### src/sv/ubbr_pkg.sv
// ----------------------------------------------------------------------------
// ubbr_pkg
// Shared types, codes and sizes for the serial block boot receiver.
// ----------------------------------------------------------------------------
`default_nettype none

package ubbr_pkg;

   // Bytes in one transfer block
   localparam int BLOCK_BYTES = 64;
   localparam int BIB_W       = (BLOCK_BYTES > 1) ? $clog2(BLOCK_BYTES) : 1;
   localparam logic [BIB_W-1:0] BIB_LAST = BIB_W'(BLOCK_BYTES - 1);

   // Field widths
   localparam int CMD_W     = 2;
   localparam int DATA_W    = 8;
   localparam int REPLY_W   = 2;
   localparam int COUNT_W   = 16;
   localparam int TIMEOUT_W = 16;
   localparam int NAK_W     = 4;
   localparam int CSR_IDX_W = 1;
   localparam int CSR_DAT_W = 16;

   // Register reset values
   localparam logic [TIMEOUT_W-1:0] TIMEOUT_RESET   = TIMEOUT_W'(15 * 1000);
   localparam logic [NAK_W-1:0]     NAK_LIMIT_RESET = NAK_W'(3);
   localparam logic [COUNT_W-1:0]   IDLE_MAX        = '1;

   // Command codes
   localparam logic [CMD_W-1:0] CMD_START = 2'd0;
   localparam logic [CMD_W-1:0] CMD_BYTE  = 2'd1;
   localparam logic [CMD_W-1:0] CMD_TICK  = 2'd2;
   localparam logic [CMD_W-1:0] CMD_SPARE = 2'd3;

   // Reply codes
   localparam logic [REPLY_W-1:0] REPLY_NONE = 2'd0;
   localparam logic [REPLY_W-1:0] REPLY_ACK  = 2'd1;
   localparam logic [REPLY_W-1:0] REPLY_NAK  = 2'd2;

   // Register indexes
   localparam logic [CSR_IDX_W-1:0] REG_TIMEOUT   = 1'd0;
   localparam logic [CSR_IDX_W-1:0] REG_NAK_LIMIT = 1'd1;

   // One request as held in the input register
   typedef struct packed {
      logic [CMD_W-1:0]  cmd;
      logic [DATA_W-1:0] data;
   } req_type;

   // One result
   typedef struct packed {
      logic               data_valid;
      logic [DATA_W-1:0]  data_out;
      logic               block_end;
      logic [REPLY_W-1:0] reply;
      logic               failed;
      logic [COUNT_W-1:0] blocks_done;
   } rsp_type;

   // Handshake between the input register and the result register
   typedef struct packed {
      logic valid;
      logic advance;
   } stage_type;

endpackage

`default_nettype wire

### src/sv/ubbr_if.sv
// ----------------------------------------------------------------------------
// ubbr_if
// Channel interfaces: request, result and register write.
// ----------------------------------------------------------------------------
`default_nettype none

interface ubbr_req_if import ubbr_pkg::*; ();
   logic              valid;
   logic              ready;
   logic [CMD_W-1:0]  cmd;
   logic [DATA_W-1:0] data;

   modport source (output valid, cmd, data, input ready);
   modport sink   (input valid, cmd, data, output ready);
endinterface

interface ubbr_rsp_if import ubbr_pkg::*; ();
   logic               valid;
   logic               ready;
   logic               data_valid;
   logic [DATA_W-1:0]  data_out;
   logic               block_end;
   logic [REPLY_W-1:0] reply;
   logic               failed;
   logic [COUNT_W-1:0] blocks_done;

   modport source (output valid, data_valid, data_out, block_end, reply, failed,
                   blocks_done, input ready);
   modport sink   (input valid, data_valid, data_out, block_end, reply, failed,
                   blocks_done, output ready);
endinterface

interface ubbr_csr_if import ubbr_pkg::*; ();
   logic                 valid;
   logic                 ready;
   logic [CSR_IDX_W-1:0] index;
   logic [CSR_DAT_W-1:0] wdata;

   modport source (output valid, index, wdata, input ready);
   modport sink   (input valid, index, wdata, output ready);
endinterface

`default_nettype wire

### src/sv/uart_block_boot_receiver_core.sv
// ----------------------------------------------------------------------------
// uart_block_boot_receiver_core
// Serial block boot receiver: start, byte and tick requests in, one result
// per request out.
//
// Channels: req_ch takes one request (cmd, data) per accepted handshake;
// rsp_ch returns exactly one result per request, in order; csr_ch writes
// timeout_ticks (index 0) and nak_limit (index 1) and is always ready.
// Path: a request passes the input register, then the state update logic,
// then the result register.
// Throughput: one request per cycle while rsp_ch does not stall; the state
// loop closes through the engine's counters, so back-to-back requests see
// the state left by the one before.
// Reset: both registers empty, receiver not armed, counts cleared,
// timeout 15000 ticks and nak limit 3.
// Stall: while rsp_ch.ready is low the result is held, one more request is
// taken into the input register, and req_ch.ready then drops until the
// result drains.
// ----------------------------------------------------------------------------
`default_nettype none

module uart_block_boot_receiver_core import ubbr_pkg::*; (
   input  wire logic  clock,
   input  wire logic  reset,
   ubbr_req_if.sink   req_ch,
   ubbr_rsp_if.source rsp_ch,
   ubbr_csr_if.sink   csr_ch
);

   stage_type stage;
   req_type   req_q;
   rsp_type   result;
   logic      out_free;

   ubbr_in_stage u_in_stage (
      .clock    (clock),
      .reset    (reset),
      .req_ch   (req_ch),
      .out_free (out_free),
      .stage    (stage),
      .req_q    (req_q)
   );

   ubbr_engine u_engine (
      .clock  (clock),
      .reset  (reset),
      .csr_ch (csr_ch),
      .stage  (stage),
      .req_q  (req_q),
      .result (result)
   );

   ubbr_out_stage u_out_stage (
      .clock    (clock),
      .reset    (reset),
      .stage    (stage),
      .result   (result),
      .out_free (out_free),
      .rsp_ch   (rsp_ch)
   );

   // An ack only comes with the byte that closes a block
   a_ack_block: assert property (@(posedge clock) disable iff (reset)
      rsp_ch.valid && rsp_ch.reply == REPLY_ACK |-> rsp_ch.block_end && rsp_ch.data_valid)
      else $error("ack without a block end");

   // A failed transfer passes no bytes and requests no nak
   a_fail_quiet: assert property (@(posedge clock) disable iff (reset)
      rsp_ch.valid && rsp_ch.failed |-> !rsp_ch.data_valid && rsp_ch.reply != REPLY_NAK)
      else $error("activity after failure");

   // Result register is empty after reset
   a_reset_empty: assert property (@(posedge clock)
      reset |=> !rsp_ch.valid)
      else $error("result valid after reset");

   // A request cannot be taken while the pipeline is full and stalled
   a_full_stall: assert property (@(posedge clock) disable iff (reset)
      stage.valid && rsp_ch.valid && !rsp_ch.ready |-> !req_ch.ready)
      else $error("request taken while full");

endmodule

`default_nettype wire

### src/sv/ubbr_in_stage.sv
// ----------------------------------------------------------------------------
// ubbr_in_stage
// Input register: captures one request per cycle while the next stage moves.
// ----------------------------------------------------------------------------
`default_nettype none

module ubbr_in_stage import ubbr_pkg::*; (
   input  wire logic      clock,
   input  wire logic      reset,
   ubbr_req_if.sink       req_ch,
   input  wire logic      out_free,
   output stage_type      stage,
   output req_type        req_q
);

   logic    valid_ff, valid_in;
   req_type req_ff, req_in;
   logic    advance;

   // Request leaves when the result register can take it
   assign advance       = valid_ff && out_free;
   assign req_ch.ready  = !valid_ff || out_free;
   assign stage.valid   = valid_ff;
   assign stage.advance = advance;
   assign req_q         = req_ff;

   // Load a new request or drain the held one
   always_comb begin
      valid_in = valid_ff;
      req_in   = req_ff;
      if (req_ch.valid && req_ch.ready) begin
         valid_in   = 1'b1;
         req_in.cmd  = req_ch.cmd;
         req_in.data = req_ch.data;
      end else if (advance) begin
         valid_in = 1'b0;
      end
   end

   always_ff @(posedge clock) begin
      if (reset) begin
         valid_ff <= 1'b0;
      end else begin
         valid_ff <= valid_in;
      end
      req_ff <= req_in;
   end

endmodule

`default_nettype wire

### src/sv/ubbr_engine.sv
// ----------------------------------------------------------------------------
// ubbr_engine
// Transfer state, configuration registers and the per-request result logic.
// ----------------------------------------------------------------------------
`default_nettype none

module ubbr_engine import ubbr_pkg::*; (
   input  wire logic      clock,
   input  wire logic      reset,
   ubbr_csr_if.sink       csr_ch,
   input  wire stage_type stage,
   input  wire req_type   req_q,
   output rsp_type        result
);

   logic [TIMEOUT_W-1:0] timeout_ff;
   logic [NAK_W-1:0]     nak_limit_ff;

   logic                 armed_ff, armed_in;
   logic                 fail_ff, fail_in;
   logic [BIB_W-1:0]     bib_ff, bib_in;
   logic [COUNT_W-1:0]   blocks_ff, blocks_in;
   logic [COUNT_W-1:0]   idle_ff, idle_in;
   logic [NAK_W-1:0]     naks_ff, naks_in;

   logic                 running;
   logic [COUNT_W-1:0]   idle_inc;
   logic [NAK_W-1:0]     naks_inc;

   assign csr_ch.ready = 1'b1;

   // Hold the configuration registers
   always_ff @(posedge clock) begin
      if (reset) begin
         timeout_ff   <= TIMEOUT_RESET;
         nak_limit_ff <= NAK_LIMIT_RESET;
      end else if (csr_ch.valid) begin
         unique case (csr_ch.index)
            REG_TIMEOUT:   timeout_ff   <= csr_ch.wdata[TIMEOUT_W-1:0];
            REG_NAK_LIMIT: nak_limit_ff <= csr_ch.wdata[NAK_W-1:0];
            default:       ;
         endcase
      end
   end

   assign running  = armed_ff && !fail_ff;
   assign idle_inc = (idle_ff != IDLE_MAX) ? idle_ff + 1'b1 : idle_ff;
   assign naks_inc = naks_ff + 1'b1;

   // Work out the result and the next state for the held request
   always_comb begin
      armed_in  = armed_ff;
      fail_in   = fail_ff;
      bib_in    = bib_ff;
      blocks_in = blocks_ff;
      idle_in   = idle_ff;
      naks_in   = naks_ff;
      result    = '0;
      unique case (req_q.cmd)
         CMD_START: begin
            armed_in  = 1'b1;
            fail_in   = 1'b0;
            bib_in    = '0;
            blocks_in = '0;
            idle_in   = '0;
            naks_in   = '0;
         end
         CMD_BYTE: begin
            if (running) begin
               result.data_valid = 1'b1;
               result.data_out   = req_q.data;
               idle_in           = '0;
               naks_in           = '0;
               if (bib_ff == BIB_LAST) begin
                  bib_in           = '0;
                  blocks_in        = blocks_ff + 1'b1;
                  result.block_end = 1'b1;
                  result.reply     = REPLY_ACK;
               end else begin
                  bib_in = bib_ff + 1'b1;
               end
            end
         end
         CMD_TICK: begin
            if (running) begin
               idle_in = idle_inc;
               if (idle_inc >= timeout_ff) begin
                  idle_in = '0;
                  naks_in = naks_inc;
                  if (naks_inc >= nak_limit_ff) begin
                     fail_in = 1'b1;
                  end else begin
                     result.reply = REPLY_NAK;
                  end
               end
            end
         end
         CMD_SPARE: ;
         default:   ;
      endcase
      result.failed      = fail_in;
      result.blocks_done = blocks_in;
   end

   // Advance the state with each request that moves on
   always_ff @(posedge clock) begin
      if (reset) begin
         armed_ff  <= 1'b0;
         fail_ff   <= 1'b0;
         bib_ff    <= '0;
         blocks_ff <= '0;
         idle_ff   <= '0;
         naks_ff   <= '0;
      end else if (stage.advance) begin
         armed_ff  <= armed_in;
         fail_ff   <= fail_in;
         bib_ff    <= bib_in;
         blocks_ff <= blocks_in;
         idle_ff   <= idle_in;
         naks_ff   <= naks_in;
      end
   end

endmodule

`default_nettype wire

### src/sv/ubbr_out_stage.sv
// ----------------------------------------------------------------------------
// ubbr_out_stage
// Result register: holds one result until the receiver takes it.
// ----------------------------------------------------------------------------
`default_nettype none

module ubbr_out_stage import ubbr_pkg::*; (
   input  wire logic      clock,
   input  wire logic      reset,
   input  wire stage_type stage,
   input  wire rsp_type   result,
   output logic           out_free,
   ubbr_rsp_if.source     rsp_ch
);

   logic    valid_ff, valid_in;
   rsp_type rsp_ff, rsp_in;

   // Free when empty or when the held result is taken this cycle
   assign out_free = !valid_ff || rsp_ch.ready;

   always_comb begin
      valid_in = valid_ff;
      rsp_in   = rsp_ff;
      if (out_free) begin
         valid_in = stage.valid;
         if (stage.advance) begin
            rsp_in = result;
         end
      end
   end

   always_ff @(posedge clock) begin
      if (reset) begin
         valid_ff <= 1'b0;
      end else begin
         valid_ff <= valid_in;
      end
      rsp_ff <= rsp_in;
   end

   assign rsp_ch.valid       = valid_ff;
   assign rsp_ch.data_valid  = rsp_ff.data_valid;
   assign rsp_ch.data_out    = rsp_ff.data_out;
   assign rsp_ch.block_end   = rsp_ff.block_end;
   assign rsp_ch.reply       = rsp_ff.reply;
   assign rsp_ch.failed      = rsp_ff.failed;
   assign rsp_ch.blocks_done = rsp_ff.blocks_done;

endmodule

`default_nettype wire

### src/flat_wrapper.sv
// flat-port wrapper written by rule: the top's interface ports become plain ports
module uart_block_boot_receiver_core_flat import ubbr_pkg::*;
  (clock, reset, req_ch_valid, req_ch_cmd, req_ch_data, req_ch_ready, rsp_ch_valid, rsp_ch_data_valid, rsp_ch_data_out, rsp_ch_block_end, rsp_ch_reply, rsp_ch_failed, rsp_ch_blocks_done, rsp_ch_ready, csr_ch_valid, csr_ch_index, csr_ch_wdata, csr_ch_ready);
  ubbr_req_if req_ch_i ();
  ubbr_rsp_if rsp_ch_i ();
  ubbr_csr_if csr_ch_i ();
  input  wire logic clock;
  input  wire logic reset;
  input wire logic [$bits(req_ch_i.valid)-1:0] req_ch_valid;
  input wire logic [$bits(req_ch_i.cmd)-1:0] req_ch_cmd;
  input wire logic [$bits(req_ch_i.data)-1:0] req_ch_data;
  output wire logic [$bits(req_ch_i.ready)-1:0] req_ch_ready;
  output wire logic [$bits(rsp_ch_i.valid)-1:0] rsp_ch_valid;
  output wire logic [$bits(rsp_ch_i.data_valid)-1:0] rsp_ch_data_valid;
  output wire logic [$bits(rsp_ch_i.data_out)-1:0] rsp_ch_data_out;
  output wire logic [$bits(rsp_ch_i.block_end)-1:0] rsp_ch_block_end;
  output wire logic [$bits(rsp_ch_i.reply)-1:0] rsp_ch_reply;
  output wire logic [$bits(rsp_ch_i.failed)-1:0] rsp_ch_failed;
  output wire logic [$bits(rsp_ch_i.blocks_done)-1:0] rsp_ch_blocks_done;
  input wire logic [$bits(rsp_ch_i.ready)-1:0] rsp_ch_ready;
  input wire logic [$bits(csr_ch_i.valid)-1:0] csr_ch_valid;
  input wire logic [$bits(csr_ch_i.index)-1:0] csr_ch_index;
  input wire logic [$bits(csr_ch_i.wdata)-1:0] csr_ch_wdata;
  output wire logic [$bits(csr_ch_i.ready)-1:0] csr_ch_ready;
  assign req_ch_i.valid = req_ch_valid;
  assign req_ch_i.cmd = req_ch_cmd;
  assign req_ch_i.data = req_ch_data;
  assign req_ch_ready = req_ch_i.ready;
  assign rsp_ch_valid = rsp_ch_i.valid;
  assign rsp_ch_data_valid = rsp_ch_i.data_valid;
  assign rsp_ch_data_out = rsp_ch_i.data_out;
  assign rsp_ch_block_end = rsp_ch_i.block_end;
  assign rsp_ch_reply = rsp_ch_i.reply;
  assign rsp_ch_failed = rsp_ch_i.failed;
  assign rsp_ch_blocks_done = rsp_ch_i.blocks_done;
  assign rsp_ch_i.ready = rsp_ch_ready;
  assign csr_ch_i.valid = csr_ch_valid;
  assign csr_ch_i.index = csr_ch_index;
  assign csr_ch_i.wdata = csr_ch_wdata;
  assign csr_ch_ready = csr_ch_i.ready;
  uart_block_boot_receiver_core u_core (.clock(clock), .reset(reset), .req_ch(req_ch_i), .rsp_ch(rsp_ch_i), .csr_ch(csr_ch_i));
endmodule
### config.mk
export PLATFORM = sky130hd
export DESIGN_NAME = uart_block_boot_receiver_core_flat
export DESIGN_NICKNAME = d
export VERILOG_FILES = /design/src/sv/ubbr_pkg.sv /design/src/sv/ubbr_if.sv /design/src/sv/uart_block_boot_receiver_core.sv /design/src/sv/ubbr_in_stage.sv /design/src/sv/ubbr_engine.sv /design/src/sv/ubbr_out_stage.sv /design/src/flat_wrapper.sv
export SDC_FILE = /design/constraint.sdc
export NUM_CORES = 1
export LEC_CHECK = 0
export BUFFER_PORTS_ARGS = -buffer_cell sky130_fd_sc_hd__buf_4
export CELL_PAD_IN_SITES_DETAIL_PLACEMENT = 0
export CELL_PAD_IN_SITES_GLOBAL_PLACEMENT = 2
export CORE_AREA = 2 2 126 128
export DETAILED_ROUTE_END_ITERATION = 10
export DIE_AREA = 0 0 128 130
export PLACE_DENSITY_LB_ADDON = 0.1
export SLEW_MARGIN = 20
export SYNTH_ARGS = -nofsm -noshare
export SYNTH_HDL_FRONTEND = slang
export SYNTH_SLANG_ARGS = --single-unit
export TNS_END_PERCENT = 10
### constraint.sdc
create_clock -name clock -period 4.6 [get_ports clock]
set_clock_uncertainty 0.15 [all_clocks]
set_input_delay 0.92 -clock clock [delete_from_list [all_inputs] [get_ports clock]]
set_output_delay 0.92 -clock clock [all_outputs]
set_load 0.02 [all_outputs]
==> flow_metrics.py <==
metrics = {
    "outcome": {
        "status": "completed",
    },
    "finish": {
        "design_area_um2": 6280,
        "sequential_cell_area_um2": 2490,
        "finish.net_count": 688,
        "num_antenna_cells": 0,
        "multi_input_comb_area_um2": 2640,
        "fill_cells": 1525,
        "final_layout_size_suffix_gt1_frac": 0.156,
        "final_cells": 826,
        "area.growth.synth_to_final_pct": 16.6,
    },
    "worst_setup_path": {
        "crit_required_ps": 4700,
        "worst_setup_path_end_kind": "flop",
        "critical_path_peak_fanout": 19,
        "timing.setup.critical_path_class": "reg2reg",
        "worstReg2RegStart": "u_core.u_engine.idle_ff[0]$_SDFFE_PP0P_",
        "rr_worst_depth": 11,
        "r2r_end": "u_core.u_engine.idle_ff[14]$_SDFFE_PP0P_",
        "critPathLaunchType": "flop",
        "worst_ep_arrival_time_ps": 4100,
        "reg2reg_slack_ps": 590,
    },
    "timing": {
        "drv_slew": 0,
        "post-route-min-period_ps": 4010,
        "achievable-frequency_mhz": 249,
        "post-route-worst-setup-slack_ps": 592,
        "final-setup-viol-count": 0,
        "tns_ps": 0,
        "rsz_0062_raised_after_global_routing": "no",
        "post-route-period-util": 0.871,
        "worst_pin_slew_ps": 765,
        "slew_headroom": 0.489,
        "finalHoldViolCount": 0,
    },
    "floorplan": {
        "io-pin-count": 64,
        "horizontal_die_dimension_um": 128,
        "core.rowCount": 46,
        "design.die.area_um2": 16600,
        "initial_utilization": 0.349,
        "die_extent_in_y_um": 130,
        "core_region_area_um2": 15400,
    },
    "placed_design": {
        "gpl.final_weighted_congestion": 0.791,
        "detailedPlace.worstSlack_ps": 648,
        "dp.cells": 810,
        "post-dp-hpwl_mm": 8.94,
        "placed_cell_area_um2": 6010,
        "count_of_port_buffers_added_during_placement": 62,
    },
    "power_and_ir_drop": {
        "power_per_cell_area_nw_per_um2": 298,
        "power.ir.vdd_worst_uv": 161,
        "static-leakage-power_nw": 2.44,
    },
    "global_route": {
        "grt_remaining_overflow": 0,
        "pin_count_of_the_biggest_net_entering_global_routing": 53,
        "first_global_vias": 4155,
        "grt_first_pass_wirelength_mm": 20.8,
        "grt_antenna_before_repair": 0,
        "global_route.usage.total": 0.159,
    },
    "detailed_routing": {
        "firstDrtPassIters": 4,
        "initialDrtViolationCount": 285,
        "antenna_violating_nets_post_route": 0,
        "drt_wirelength_mm": 12.7,
        "num_vias": 4330,
        "routed_wire_length_per_instance_um": 15.4,
        "drc": 0,
        "route.detailed.vias_per_inst": 5.24,
    },
    "clocking": {
        "tritoncts": "yes",
        "ctsResizeCount": 0,
        "cts_num_sinks": 105,
        "cts_inserted_buffers": 9,
        "cts-htree-levels": 3,
        "clkTransAtPathRegs_ps": 70,
        "clockBufferDepth": 2,
        "clock_latency_ps": 350,
        "postCtsSetupRepairBufs": 0,
        "cts_hold_buffers": 0,
        "clockRootBuffer": "clkbuf_16",
    },
    "logic_synthesis": {
        "postSynthRegisterBits": 105,
        "synthFlopType": "dfxtp_1",
        "synth_area_per_cell_um2": 9.30,
        "synth-edff-count": 39,
        "syn_area_um2": 5390,
        "yosys_warnings": 0,
        "synth_seq_area_share": 0.463,
        "ys_async_sr_fraction": 0,
        "ys_types": 56,
        "synth_fp_nets": 638,
        "cells_after_synthesis": 579,
    },
    "min_path": {
        "worstHoldPathType": "reg2reg",
        "min_from": "u_core.u_engine.nak_limit_ff[3]$_SDFFE_PP0P_",
        "hold_path_depth": 2,
        "hold-path-endpoint": "u_core.u_engine.nak_limit_ff[3]$_SDFFE_PP0P_",
    },
    "job": {
        "drv_cap": 0,
    },
}
[state kept, by name, indices dropped and copies added (netlist names), 4 cells and up]
register                               count
u_core.u_in_stage.req_q                   10
u_core.u_out_stage.rsp_ch.data_out         8
u_core.u_engine.naks_ff                    4
u_core.u_engine.bib_ff                     6
u_core.u_engine.nak_limit_ff               4
u_core.u_engine.timeout_ff                16
u_core.u_engine.idle_ff                   16
u_core.u_engine.blocks_ff                 16
u_core.u_out_stage.rsp_ch.blocks_done     16
[logic make-up after synthesis]
logic type	after synthesis	synth area share
fa+ha+maj	27	0.0627
mux	5	0.00976
flops	105	0.463
simple gates	241	0.236
xor+xnor	20	0.0325
other cells	1	0.000696
compound gates	120	0.150
buf+inv	60	0.0462
[Yosys cell counts (7+ instances only)]
master / n / share of area
a31oi_1: 11 / 0.013
or4_1: 7 / 0.0098
a21oi_1: 32 / 0.030
nand4_1: 11 / 0.013
ha_1: 27 / 0.063
and3_1: 13 / 0.015
inv_1: 30 / 0.021
nor2_1: 24 / 0.017
nor3_1: 14 / 0.013
or3_1: 9 / 0.010
buf_2: 10 / 0.0093
xor2_1: 11 / 0.018
dfxtp_1: 66 / 0.25
nand3_1: 34 / 0.032
xnor2_1: 9 / 0.015
clkbuf_1: 15 / 0.010
o211ai_1: 10 / 0.014
and2_1: 11 / 0.013
edfxtp_1: 39 / 0.22
o21ai_0: 25 / 0.023
nand2_1: 84 / 0.059
nor4_1: 11 / 0.013
[power breakdown]
| part | switching (mW) | leakage [nW] | internal (mW) |
|---|---|---|---|
| Sequential | 0.0107 | 0.904 | 0.990 |
| Combinational | 0.0924 | 1.40 | 0.0565 |
| Clock | 0.353 | 0.135 | 0.367 |
[final cells by class]
cell class / count / area share
Multi-Input combinational cell: 414 / 0.421
Inverter: 30 / 0.0179
Tap cell: 192 / 0.0383
Timing Repair Buffer: 69 / 0.0825
Clock buffer: 9 / 0.0359
Sequential cell: 105 / 0.397
Clock inverter: 7 / 0.00718
[worst max-delay path: stages, from the launching register on]
cell and delay (ps):
dfxtp_1 410, ha_1 300, nand4_1 220, or4_1 710, xnor2_1 230, ha_1 250
nand2b_1 140, a2111oi_0 560, o32a_1 300, a31oi_4 90, buf_4 240, nor4_1 290
[stage by stage]
stage	hold WS [ps]	total power [mW]	utilization
floorplan	286	1.11	-
global placement	297	1.17	0.389
finish	303	1.87	0.407
detailed placement	297	1.17	0.389
CTS	307	1.90	0.407
global route	332	1.95	0.407
[placed cells by master (no fill, tap or decap), types with 13 or more instances in the layout]
cell type	netlist	final
a21oi_1	32	32
dfxtp_1	66	66
nor2_1	24	24
nand3_1	34	34
nor3_1	14	14
inv_1	30	29
o21ai_0	25	25
nand2_1	84	84
ha_1	27	27
buf_4	1	69
edfxtp_1	39	39
and3_1	13	13
[worst max path at each step]
stage                                                        from                                           end  slack [ps]
after global routing      u_core.u_engine.idle_ff[0]$_SDFFE_PP0P_      u_core.u_engine.idle_ff[14]$_SDFFE_PP0P_         240
final                     u_core.u_engine.idle_ff[0]$_SDFFE_PP0P_      u_core.u_engine.idle_ff[14]$_SDFFE_PP0P_         590
after floorplan           u_core.u_engine.idle_ff[4]$_SDFFE_PP0P_       u_core.u_engine.naks_ff[0]$_SDFFE_PP0P_        1120
after global placement    u_core.u_engine.idle_ff[3]$_SDFFE_PP0P_  u_core.u_out_stage.rsp_ch.reply[1]$_DFFE_PP_         740
after detailed placement  u_core.u_engine.idle_ff[3]$_SDFFE_PP0P_  u_core.u_out_stage.rsp_ch.reply[1]$_DFFE_PP_         650
after CTS                 u_core.u_engine.idle_ff[3]$_SDFFE_PP0P_  u_core.u_out_stage.rsp_ch.reply[1]$_DFFE_PP_         630
[layer usage]
layer / GRT usage / part of all wire / up-vias / wire length, µm
met5: 0 / 0 / - / 0
met2: 0.284 / 0.49 / 79 / 6250
met3: 0.0226 / 0.028 / 21 / 354
met1: 0.193 / 0.46 / 2015 / 5820
met4: 0.0653 / 0.021 / 0 / 272
li1: - / - / 2215 / -
Power figures use the tool's default switching activity.
